**config.mk**
```make
export PLATFORM = sky130hd
export DESIGN_NAME = pid_controller_deadband_clamp_core
export DESIGN_NICKNAME = d
export VERILOG_FILES = /design/src/rtl/core/pdc_pkg.sv /design/src/rtl/core/pdc_cfg.sv /design/src/rtl/core/pdc_integ.sv /design/src/rtl/core/pdc_mult.sv /design/src/rtl/core/pdc_sat.sv /design/src/rtl/core/pid_controller_deadband_clamp_core.sv
export SDC_FILE = /design/constraint.sdc
export NUM_CORES = 2
export LEC_CHECK = 0
export BUFFER_PORTS_ARGS = -buffer_cell sky130_fd_sc_hd__buf_2
export CELL_PAD_IN_SITES_DETAIL_PLACEMENT = 0
export CELL_PAD_IN_SITES_GLOBAL_PLACEMENT = 1
export CORE_MARGIN = 4
export CORE_UTILIZATION = 46
export CTS_CLUSTER_DIAMETER = 30
export DETAILED_ROUTE_END_ITERATION = 6
export PLACE_DENSITY_LB_ADDON = 0.1
export SYNTH_ARGS = -nofsm -noshare
export SYNTH_HDL_FRONTEND = slang
export SYNTH_SLANG_ARGS = --single-unit
export TNS_END_PERCENT = 30
```
**constraint.sdc**
```tcl
create_clock -name clk -period 8.07 [get_ports clk]
set_input_delay 1.2105 -clock clk [delete_from_list [all_inputs] [get_ports clk]]
set_output_delay 1.2105 -clock clk [all_outputs]
set_load 0.02 [all_outputs]
```
**src/rtl/core/pdc_pkg.sv**
```systemverilog
// pdc_pkg: shared types, field widths and register indexes of the pid core
// used by every module under rtl/core; depends on nothing
package pdc_pkg;

	// parameter defaults
	localparam int unsigned ERROR_WIDTH_DEF    = 16;
	localparam int unsigned GAIN_FRAC_BITS_DEF = 8;
	localparam int unsigned INTEGRAL_WIDTH_DEF = 24;

	// fixed field widths
	localparam int unsigned GAIN_WIDTH      = 16;
	localparam int unsigned ILIM_WIDTH      = 23;
	localparam int unsigned DZONE_WIDTH     = 15;
	localparam int unsigned DLIM_WIDTH      = 15;
	localparam int unsigned DRIVE_WIDTH     = 16;
	localparam int unsigned CFG_INDEX_WIDTH = 3;
	localparam int unsigned CFG_DATA_WIDTH  = 23;

	// register indexes
	localparam logic [CFG_INDEX_WIDTH-1:0] REG_GAIN_P         = 3'd0;
	localparam logic [CFG_INDEX_WIDTH-1:0] REG_GAIN_I         = 3'd1;
	localparam logic [CFG_INDEX_WIDTH-1:0] REG_GAIN_D         = 3'd2;
	localparam logic [CFG_INDEX_WIDTH-1:0] REG_INTEGRAL_LIMIT = 3'd3;
	localparam logic [CFG_INDEX_WIDTH-1:0] REG_DEAD_ZONE      = 3'd4;
	localparam logic [CFG_INDEX_WIDTH-1:0] REG_DRIVE_LIMIT    = 3'd5;

	// configuration seen by the datapath
	typedef struct packed {
		logic [GAIN_WIDTH-1:0]  gain_p;
		logic [GAIN_WIDTH-1:0]  gain_i;
		logic [GAIN_WIDTH-1:0]  gain_d;
		logic [ILIM_WIDTH-1:0]  integral_limit;
		logic [DZONE_WIDTH-1:0] dead_zone;
		logic [DLIM_WIDTH-1:0]  drive_limit;
		logic                   clear;
	} pdc_cfg_t;

	// pipeline moves: accept into s1, s1 to s2, s2 to s3, s3 to output
	typedef struct packed {
		logic acc;
		logic mv1;
		logic mv2;
		logic mv3;
	} pdc_ctl_t;

endpackage

```
**src/rtl/core/pdc_cfg.sv**
```systemverilog
// pdc_cfg: configuration registers of the pid core and the state clear pulse
// depends on pdc_pkg
module pdc_cfg (
	input  logic                                   clk,
	input  logic                                   arst_n,
	input  logic                                   cfg_valid,
	input  logic [pdc_pkg::CFG_INDEX_WIDTH-1:0]    cfg_index,
	input  logic [pdc_pkg::CFG_DATA_WIDTH-1:0]     cfg_data,
	output pdc_pkg::pdc_cfg_t                      cfg
);

	logic [pdc_pkg::GAIN_WIDTH-1:0]  gain_p_q, gain_i_q, gain_d_q;
	logic [pdc_pkg::ILIM_WIDTH-1:0]  integral_limit_q;
	logic [pdc_pkg::DZONE_WIDTH-1:0] dead_zone_q;
	logic [pdc_pkg::DLIM_WIDTH-1:0]  drive_limit_q;
	logic                            hit;

	// decode of a listed register
	always_comb begin
		case (cfg_index)
			pdc_pkg::REG_GAIN_P,
			pdc_pkg::REG_GAIN_I,
			pdc_pkg::REG_GAIN_D,
			pdc_pkg::REG_INTEGRAL_LIMIT,
			pdc_pkg::REG_DEAD_ZONE,
			pdc_pkg::REG_DRIVE_LIMIT: hit = 1'b1;
			default:                  hit = 1'b0;
		endcase
	end

	// register write
	always_ff @(posedge clk or negedge arst_n) begin
		if (!arst_n) begin
			gain_p_q         <= '0;
			gain_i_q         <= '0;
			gain_d_q         <= '0;
			integral_limit_q <= '0;
			dead_zone_q      <= '0;
			drive_limit_q    <= '0;
		end else if (cfg_valid) begin
			case (cfg_index)
				pdc_pkg::REG_GAIN_P:         gain_p_q <= cfg_data[pdc_pkg::GAIN_WIDTH-1:0];
				pdc_pkg::REG_GAIN_I:         gain_i_q <= cfg_data[pdc_pkg::GAIN_WIDTH-1:0];
				pdc_pkg::REG_GAIN_D:         gain_d_q <= cfg_data[pdc_pkg::GAIN_WIDTH-1:0];
				pdc_pkg::REG_INTEGRAL_LIMIT: integral_limit_q <= cfg_data[pdc_pkg::ILIM_WIDTH-1:0];
				pdc_pkg::REG_DEAD_ZONE:      dead_zone_q <= cfg_data[pdc_pkg::DZONE_WIDTH-1:0];
				pdc_pkg::REG_DRIVE_LIMIT:    drive_limit_q <= cfg_data[pdc_pkg::DLIM_WIDTH-1:0];
				default: ;
			endcase
		end
	end

	// any listed write also clears integral and previous error
	assign cfg.gain_p         = gain_p_q;
	assign cfg.gain_i         = gain_i_q;
	assign cfg.gain_d         = gain_d_q;
	assign cfg.integral_limit = integral_limit_q;
	assign cfg.dead_zone      = dead_zone_q;
	assign cfg.drive_limit    = drive_limit_q;
	assign cfg.clear          = cfg_valid & hit;

endmodule

```
**src/rtl/core/pdc_integ.sv**
```systemverilog
// pdc_integ: input register, dead zone, clamped integral and difference stage
// holds the controller state; depends on pdc_pkg
module pdc_integ #(
	parameter int unsigned ERROR_WIDTH    = pdc_pkg::ERROR_WIDTH_DEF,
	parameter int unsigned INTEGRAL_WIDTH = pdc_pkg::INTEGRAL_WIDTH_DEF
) (
	input  logic                             clk,
	input  logic                             arst_n,
	input  pdc_pkg::pdc_ctl_t                ctl,
	input  pdc_pkg::pdc_cfg_t                cfg,
	input  logic signed [ERROR_WIDTH-1:0]    error_sample,
	output logic signed [ERROR_WIDTH-1:0]    err_s2,
	output logic signed [INTEGRAL_WIDTH-1:0] integ_s2,
	output logic signed [ERROR_WIDTH:0]      diff_s2
);

	localparam int unsigned EW = ERROR_WIDTH;
	localparam int unsigned IW = INTEGRAL_WIDTH;
	localparam int unsigned MW = (EW + 1 > pdc_pkg::DZONE_WIDTH) ? EW + 1 : pdc_pkg::DZONE_WIDTH;
	localparam int unsigned W0 = (IW > EW) ? IW : EW;
	localparam int unsigned SW = ((W0 > pdc_pkg::ILIM_WIDTH + 1) ? W0 : pdc_pkg::ILIM_WIDTH + 1) + 1;
	localparam logic signed [SW-1:0] IMAX = $signed({{(SW-IW+1){1'b0}}, {(IW-1){1'b1}}});
	localparam logic signed [SW-1:0] IMIN = ~IMAX;

	logic signed [EW-1:0] error_s1;
	logic signed [EW-1:0] prev_q;
	logic signed [IW-1:0] integ_q;
	logic signed [EW:0]   e_x;
	logic        [EW:0]   mag;
	logic        [MW-1:0] mag_w, dz_w;
	logic signed [EW-1:0] ez;
	logic signed [SW-1:0] isum, ilim, iclamp, inext;

	// input register
	always_ff @(posedge clk) begin
		if (ctl.acc) begin
			error_s1 <= error_sample;
		end
	end

	// dead zone on the magnitude
	assign e_x   = (EW+1)'(error_s1);
	assign mag   = e_x[EW] ? $unsigned(-e_x) : $unsigned(e_x);
	assign mag_w = MW'(mag);
	assign dz_w  = MW'(cfg.dead_zone);
	assign ez    = (mag_w < dz_w) ? '0 : error_s1;

	// integral, clamped to the limit and to its own range
	always_comb begin
		isum = SW'(integ_q) + SW'(ez);
		ilim = $signed(SW'(cfg.integral_limit));
		if (isum > ilim) begin
			iclamp = ilim;
		end else if (isum < -ilim) begin
			iclamp = -ilim;
		end else begin
			iclamp = isum;
		end
		if (iclamp > IMAX) begin
			inext = IMAX;
		end else if (iclamp < IMIN) begin
			inext = IMIN;
		end else begin
			inext = iclamp;
		end
	end

	// state update, cleared by a configuration write
	always_ff @(posedge clk or negedge arst_n) begin
		if (!arst_n) begin
			prev_q  <= '0;
			integ_q <= '0;
		end else if (cfg.clear) begin
			prev_q  <= '0;
			integ_q <= '0;
		end else if (ctl.mv1) begin
			prev_q  <= ez;
			integ_q <= IW'(inext);
		end
	end

	// difference against the previous zoned error
	always_ff @(posedge clk) begin
		if (ctl.mv1) begin
			diff_s2 <= (EW+1)'(ez) - (EW+1)'(prev_q);
		end
	end

	// the state registers double as the s2 payload
	assign err_s2   = prev_q;
	assign integ_s2 = integ_q;

endmodule

```
**src/rtl/core/pdc_mult.sv**
```systemverilog
// pdc_mult: the three gain products, scaled by the fraction bits, registered
// depends on pdc_pkg
module pdc_mult #(
	parameter int unsigned ERROR_WIDTH    = pdc_pkg::ERROR_WIDTH_DEF,
	parameter int unsigned GAIN_FRAC_BITS = pdc_pkg::GAIN_FRAC_BITS_DEF,
	parameter int unsigned INTEGRAL_WIDTH = pdc_pkg::INTEGRAL_WIDTH_DEF
) (
	input  logic                                clk,
	input  pdc_pkg::pdc_ctl_t                   ctl,
	input  pdc_pkg::pdc_cfg_t                   cfg,
	input  logic signed [ERROR_WIDTH-1:0]       err_s2,
	input  logic signed [INTEGRAL_WIDTH-1:0]    integ_s2,
	input  logic signed [ERROR_WIDTH:0]         diff_s2,
	output logic signed [pdc_pkg::GAIN_WIDTH+ERROR_WIDTH-GAIN_FRAC_BITS-1:0]    prod_p_s3,
	output logic signed [pdc_pkg::GAIN_WIDTH+INTEGRAL_WIDTH-GAIN_FRAC_BITS-1:0] prod_i_s3,
	output logic signed [pdc_pkg::GAIN_WIDTH+ERROR_WIDTH-GAIN_FRAC_BITS:0]      prod_d_s3
);

	localparam int unsigned GW  = pdc_pkg::GAIN_WIDTH;
	localparam int unsigned F   = GAIN_FRAC_BITS;
	localparam int unsigned MPW = GW + ERROR_WIDTH;
	localparam int unsigned MIW = GW + INTEGRAL_WIDTH;
	localparam int unsigned MDW = GW + ERROR_WIDTH + 1;

	logic signed [MPW-1:0] mul_p;
	logic signed [MIW-1:0] mul_i;
	logic signed [MDW-1:0] mul_d;

	// full products
	assign mul_p = $signed(cfg.gain_p) * err_s2;
	assign mul_i = $signed(cfg.gain_i) * integ_s2;
	assign mul_d = $signed(cfg.gain_d) * diff_s2;

	// arithmetic shift drops the fraction, rounding toward minus infinity
	always_ff @(posedge clk) begin
		if (ctl.mv2) begin
			prod_p_s3 <= (MPW-F)'(mul_p >>> F);
			prod_i_s3 <= (MIW-F)'(mul_i >>> F);
			prod_d_s3 <= (MDW-F)'(mul_d >>> F);
		end
	end

endmodule

```
**src/rtl/core/pdc_sat.sv**
```systemverilog
// pdc_sat: sum of the scaled products, output clamp and saturation flag
// depends on pdc_pkg
module pdc_sat #(
	parameter int unsigned ERROR_WIDTH    = pdc_pkg::ERROR_WIDTH_DEF,
	parameter int unsigned GAIN_FRAC_BITS = pdc_pkg::GAIN_FRAC_BITS_DEF,
	parameter int unsigned INTEGRAL_WIDTH = pdc_pkg::INTEGRAL_WIDTH_DEF
) (
	input  logic                                clk,
	input  pdc_pkg::pdc_ctl_t                   ctl,
	input  pdc_pkg::pdc_cfg_t                   cfg,
	input  logic signed [pdc_pkg::GAIN_WIDTH+ERROR_WIDTH-GAIN_FRAC_BITS-1:0]    prod_p_s3,
	input  logic signed [pdc_pkg::GAIN_WIDTH+INTEGRAL_WIDTH-GAIN_FRAC_BITS-1:0] prod_i_s3,
	input  logic signed [pdc_pkg::GAIN_WIDTH+ERROR_WIDTH-GAIN_FRAC_BITS:0]      prod_d_s3,
	output logic signed [pdc_pkg::DRIVE_WIDTH-1:0] drive_value_q,
	output logic                                drive_saturated_q
);

	localparam int unsigned PIW = pdc_pkg::GAIN_WIDTH + INTEGRAL_WIDTH - GAIN_FRAC_BITS;
	localparam int unsigned PDW = pdc_pkg::GAIN_WIDTH + ERROR_WIDTH + 1 - GAIN_FRAC_BITS;
	localparam int unsigned TW  = ((PIW > PDW) ? PIW : PDW) + 2;

	logic signed [TW-1:0] sum, dlim, clamped;
	logic                 sat;

	// three-term sum and symmetric clamp
	always_comb begin
		sum  = TW'(prod_p_s3) + TW'(prod_i_s3) + TW'(prod_d_s3);
		dlim = $signed(TW'(cfg.drive_limit));
		sat  = 1'b1;
		if (sum > dlim) begin
			clamped = dlim;
		end else if (sum < -dlim) begin
			clamped = -dlim;
		end else begin
			clamped = sum;
			sat     = 1'b0;
		end
	end

	// result register
	always_ff @(posedge clk) begin
		if (ctl.mv3) begin
			drive_value_q     <= pdc_pkg::DRIVE_WIDTH'(clamped);
			drive_saturated_q <= sat;
		end
	end

endmodule

```
**src/rtl/core/pid_controller_deadband_clamp_core.sv**
```systemverilog
// pid_controller_deadband_clamp_core: top level of the positional pid core
// depends on pdc_pkg, pdc_cfg, pdc_integ, pdc_mult, pdc_sat
//
//  channel  direction  handshake              payload
//  in       to core    in_valid / in_stall    error_sample
//  out      from core  out_valid / out_stall  drive_value, drive_saturated
//  cfg      to core    cfg_valid / cfg_ready  cfg_index, cfg_data
//
// one request per cycle sustained while out_stall is low, set by the integral loop on the state register
// a taken request passes in turn the input register, integral stage, product stage and
// result register; each stage has its own valid bit, so requests
// are taken while a result waits on out_stall until all four stages hold work
// arst_n clears valid bits, configuration registers, integral and previous error
// cfg_ready is always high; a write to a listed register also clears the state
module pid_controller_deadband_clamp_core #(
	parameter int unsigned ERROR_WIDTH    = pdc_pkg::ERROR_WIDTH_DEF,
	parameter int unsigned GAIN_FRAC_BITS = pdc_pkg::GAIN_FRAC_BITS_DEF,
	parameter int unsigned INTEGRAL_WIDTH = pdc_pkg::INTEGRAL_WIDTH_DEF
) (
	input  logic                                 clk,
	input  logic                                 arst_n,
	input  logic                                 in_valid,
	output logic                                 in_stall,
	input  logic signed [ERROR_WIDTH-1:0]        error_sample,
	output logic                                 out_valid,
	input  logic                                 out_stall,
	output logic signed [pdc_pkg::DRIVE_WIDTH-1:0] drive_value,
	output logic                                 drive_saturated,
	input  logic                                 cfg_valid,
	output logic                                 cfg_ready,
	input  logic [pdc_pkg::CFG_INDEX_WIDTH-1:0]  cfg_index,
	input  logic [pdc_pkg::CFG_DATA_WIDTH-1:0]   cfg_data
);

	localparam int unsigned GW  = pdc_pkg::GAIN_WIDTH;
	localparam int unsigned PPW = GW + ERROR_WIDTH - GAIN_FRAC_BITS;
	localparam int unsigned PIW = GW + INTEGRAL_WIDTH - GAIN_FRAC_BITS;
	localparam int unsigned PDW = GW + ERROR_WIDTH + 1 - GAIN_FRAC_BITS;

	pdc_pkg::pdc_cfg_t cfg;
	pdc_pkg::pdc_ctl_t ctl;

	logic v_s1_q, v_s2_q, v_s3_q, v_out_q;
	logic free_out, free3, free2, free1;

	logic signed [ERROR_WIDTH-1:0]    err_s2;
	logic signed [INTEGRAL_WIDTH-1:0] integ_s2;
	logic signed [ERROR_WIDTH:0]      diff_s2;
	logic signed [PPW-1:0]            prod_p_s3;
	logic signed [PIW-1:0]            prod_i_s3;
	logic signed [PDW-1:0]            prod_d_s3;

	// stage moves, each stage loads when empty or when it passes its work on
	assign free_out = ~v_out_q | ~out_stall;
	assign free3    = ~v_s3_q | free_out;
	assign free2    = ~v_s2_q | free3;
	assign free1    = ~v_s1_q | free2;
	assign ctl.acc  = in_valid & free1;
	assign ctl.mv1  = v_s1_q & free2;
	assign ctl.mv2  = v_s2_q & free3;
	assign ctl.mv3  = v_s3_q & free_out;

	// valid bits
	always_ff @(posedge clk or negedge arst_n) begin
		if (!arst_n) begin
			v_s1_q  <= 1'b0;
			v_s2_q  <= 1'b0;
			v_s3_q  <= 1'b0;
			v_out_q <= 1'b0;
		end else begin
			v_s1_q  <= ctl.acc | (v_s1_q & ~free2);
			v_s2_q  <= ctl.mv1 | (v_s2_q & ~free3);
			v_s3_q  <= ctl.mv2 | (v_s3_q & ~free_out);
			v_out_q <= ctl.mv3 | (v_out_q & out_stall);
		end
	end

	assign in_stall  = ~free1;
	assign out_valid = v_out_q;
	assign cfg_ready = 1'b1;

	// configuration registers
	pdc_cfg u_cfg (
		.clk       (clk),
		.arst_n    (arst_n),
		.cfg_valid (cfg_valid),
		.cfg_index (cfg_index),
		.cfg_data  (cfg_data),
		.cfg       (cfg)
	);

	// dead zone, integral and difference
	pdc_integ #(
		.ERROR_WIDTH    (ERROR_WIDTH),
		.INTEGRAL_WIDTH (INTEGRAL_WIDTH)
	) u_integ (
		.clk          (clk),
		.arst_n       (arst_n),
		.ctl          (ctl),
		.cfg          (cfg),
		.error_sample (error_sample),
		.err_s2       (err_s2),
		.integ_s2     (integ_s2),
		.diff_s2      (diff_s2)
	);

	// gain products
	pdc_mult #(
		.ERROR_WIDTH    (ERROR_WIDTH),
		.GAIN_FRAC_BITS (GAIN_FRAC_BITS),
		.INTEGRAL_WIDTH (INTEGRAL_WIDTH)
	) u_mult (
		.clk       (clk),
		.ctl       (ctl),
		.cfg       (cfg),
		.err_s2    (err_s2),
		.integ_s2  (integ_s2),
		.diff_s2   (diff_s2),
		.prod_p_s3 (prod_p_s3),
		.prod_i_s3 (prod_i_s3),
		.prod_d_s3 (prod_d_s3)
	);

	// sum and output clamp
	pdc_sat #(
		.ERROR_WIDTH    (ERROR_WIDTH),
		.GAIN_FRAC_BITS (GAIN_FRAC_BITS),
		.INTEGRAL_WIDTH (INTEGRAL_WIDTH)
	) u_sat (
		.clk               (clk),
		.ctl               (ctl),
		.cfg               (cfg),
		.prod_p_s3         (prod_p_s3),
		.prod_i_s3         (prod_i_s3),
		.prod_d_s3         (prod_d_s3),
		.drive_value_q     (drive_value),
		.drive_saturated_q (drive_saturated)
	);

endmodule

```
==> metrics.txt <==
Slew headroom=between 20% and 30%; Final TNS setup=0 ns; Hold Vio Cnt, Final=0; status=complete, no violations; Yosys cell types=103; Worst path top cell family by delay=compound AO/OA/AOI/OAI gates; Synth top area share=approximately 37%; post-route ant nets=0; Final period util=roughly 95%; chip height=342 um; CTS root buf=clkbuf_16; Yosys reg bits=about 280; Seq/Total Area, Yosys=14.7%; Async SR Flop Fraction=approximately 53%; Mapped Cells=5356; WL/cell=22.6 um; slowest cell delay on critical path=roughly 0.58 ns; hold_buf cts=0; vias per cell=5.42; crit path buf inv count=3; vias in the first global route=40000; Slowest cell on crit path=or4_1; Finished Cell Area=around 0.057 mm^2; Peak Freq=131 MHz; WP data required=8.60 ns; Routed Wire Length=158000 um; ys flop type=dfrtp_1; Synth area leaders=fa_1 (37%), ha_1 (11%), inv_1 (7.8%), edfxtp_1 (7.7%), dfrtp_1 (7.1%); Mapped Area=0.0514 mm^2; Non-Filler Instances=6976; Num CTS Buffers=78; largest net degree at the start of global routing=93; Tot GR Track Use=around 28%; drt pass-1 iters=5; core area=0.111 mm^2; first-iteration detailed-routing DRC count=2381; fin crit period=about 7.6 ns; CTS tree=built; unrepaired setup endpoints after global routing=false; crit path DAT=8.17 ns; initial antenna violation count=14; crit end category=register; gpl congestion=~0.91; Starting Density=46.4%; Slew Limit Fails=0; Placed Instances=roughly 7000; Filler cells=between 10000 and 15000; Layout Nets=6850; Skew-Pair Late Insertion Delay=0.65 ns; hold_ws=approximately 0.47 ns; Chip Width=342 um; DRC Markers=0; clock skew=0.0444 ns; Synth area leader=fa_1; Max-Cap Viols=0; Critical Path Fanout Max=34; first-pass GRT wire length=245000 um; area grow syn2layout=10.2%; Post-Place Cell Area=0.0538 mm^2; PortBufs=65; hpwl dp=127000 um; Slew @ Worst Pin=around 1.1 ns; Reg clk slew, reported paths=0.05 ns; total number of vias=37800; ratio of cells with drive above 1 in the final layout=9.13%; GRT overflow=0; deepest clock path buffer count=3; clock sinks=276; startpoint types=register; Net Count, Synth=6786; number of synthesized flops with an enable pin=131; Final setup viols=0; number of synthesis warnings=0; Post-Syn Area per Cell=9.60 um^2; Hold/Removal Path Class=register to register; H-tree depth=3; die area=0.117 mm^2; I/O pin count=67; row count=122; critical path type=register to register
what timing repair did:
item,in CTS,in global routing
endpoints found under the hold margin,0,0
buffers inserted,0,2
resized for setup,0,23
setup endpoints to repair,0,24
worst paths after layout:
kind | startpoint | to | slack, ns | depth (start not counted)
setup / recovery | u_integ.error_s1[6] | u_integ.integ_s2[2] | 0.43 | 32
hold / removal | v_s3_q | out_valid | 0.47 | 1
setup reg to reg | u_integ.error_s1[6] | u_integ.integ_s2[2] | 0.43 | 32
hold reg to reg | v_s3_q | out_valid | 0.47 | 1
max in group asynchronous | arst_n | u_cfg.drive_limit_q[8] | 5.86 | 2
min in group asynchronous | arst_n | u_cfg.integral_limit_q[20] | 0.67 | 1
logic make-up (layout without fill, tap and decap cells):
kind of cell / count (synthesis) / count (layout) / share of synthesized area, %
compound gates: 587 / 587 / 7.92
other cells: 1 / 4 / 0.00730
flops: 276 / 276 / 14.7
xor+xnor: 191 / 191 / 3.28
fa+ha+maj: 1383 / 1383 / 47.4
mux: 116 / 116 / 2.48
simple gates: 1531 / 1531 / 14.8
buf+inv: 1271 / 1400 / 9.36
area by class of cell:
cell class,count,area [um^2],share of cell area [%]
diodes,3,7.51,0.0133
clock inverters,57,588,1.04
inverters,1065,4000,7.06
multi-input cells,3809,39200,69.2
well taps,1488,1860,3.29
flip-flops and latches,276,7560,13.4
repair buffers,190,1350,2.38
clock buffers,88,2070,3.66
Yosys cell counts, drive strengths merged, types with 91 or more instances:
cell type	number
inv	1065
fa	944
nand2	666
ha	439
and2	344
clkbuf	185
xnor2	153
dfrtp	145
nor2	142
a21oi	138
edfxtp	131
o21ai	129
mux2	91
cell usage in the layout, fill, tap and decap left out, types with 11 or more instances in the layout:
master,count
or3_1,25
clkbuf_16,81
nand4_1,39
nor3_1,54
and2_1,344
a211oi_1,35
clkinv_2,21
nand2b_1,75
nand2_1,666
a21oi_1,130
o21ai_0,113
buf_2,64
nor2b_1,23
mux2_2,91
xor2_1,35
buf_4,119
mux2i_1,25
o211ai_1,22
fa_1,944
and3_1,27
a22o_1,11
xnor2_1,150
o221ai_1,13
dfrtp_1,145
a21o_1,50
nand3_1,51
ha_1,439
o21a_1,20
o21bai_1,16
a32o_1,28
o31ai_1,11
o21ai_1,12
inv_1,1064
edfxtp_1,131
nor4_1,24
nor2_1,139
routing by layer:
metal | global-route usage [%] | wire length (um) | up-vias
li1 | - | - | 17100
met1 | 39.5 | 71200 | 19500
met2 | 45.0 | 73500 | 981
met3 | 3.71 | 8560 | 208
met4 | 6.30 | 4250 | 0
met5 | 0 | 0 | -
through the flow:
| stage | setup WS (ns) | util (%) |
|---|---|---|
| 6_report | 0.434 | 51.1 |
| 5_1_grt | 0.000906 | 51.1 |
| 4_1_cts | 0.205 | 50.9 |
| 3_5_place_dp | 0.217 | 48.5 |
| 3_3_place_gp | 0.281 | 48.5 |
| 2_1_floorplan | 0.600 | - |
registers in the layout, summed over array words and instances, names as in the netlist, 16 cells and up:
| signal | count |
|---|---|
| u_integ.diff_s2 | 17 |
| u_sat.drive_value_q | 16 |
| u_mult.prod_d_s3 | 25 |
| u_integ.integ_s2 | 24 |
| u_cfg.gain_p_q | 16 |
| u_integ.err_s2 | 16 |
| u_cfg.gain_i_q | 16 |
| u_mult.prod_p_s3 | 24 |
| u_cfg.integral_limit_q | 23 |
| u_cfg.gain_d_q | 16 |
| u_mult.prod_i_s3 | 32 |
| u_integ.error_s1 | 16 |
Power is not shown: default switching activity piles up to over one toggle a cycle in this logic, so the estimate is an artifact.
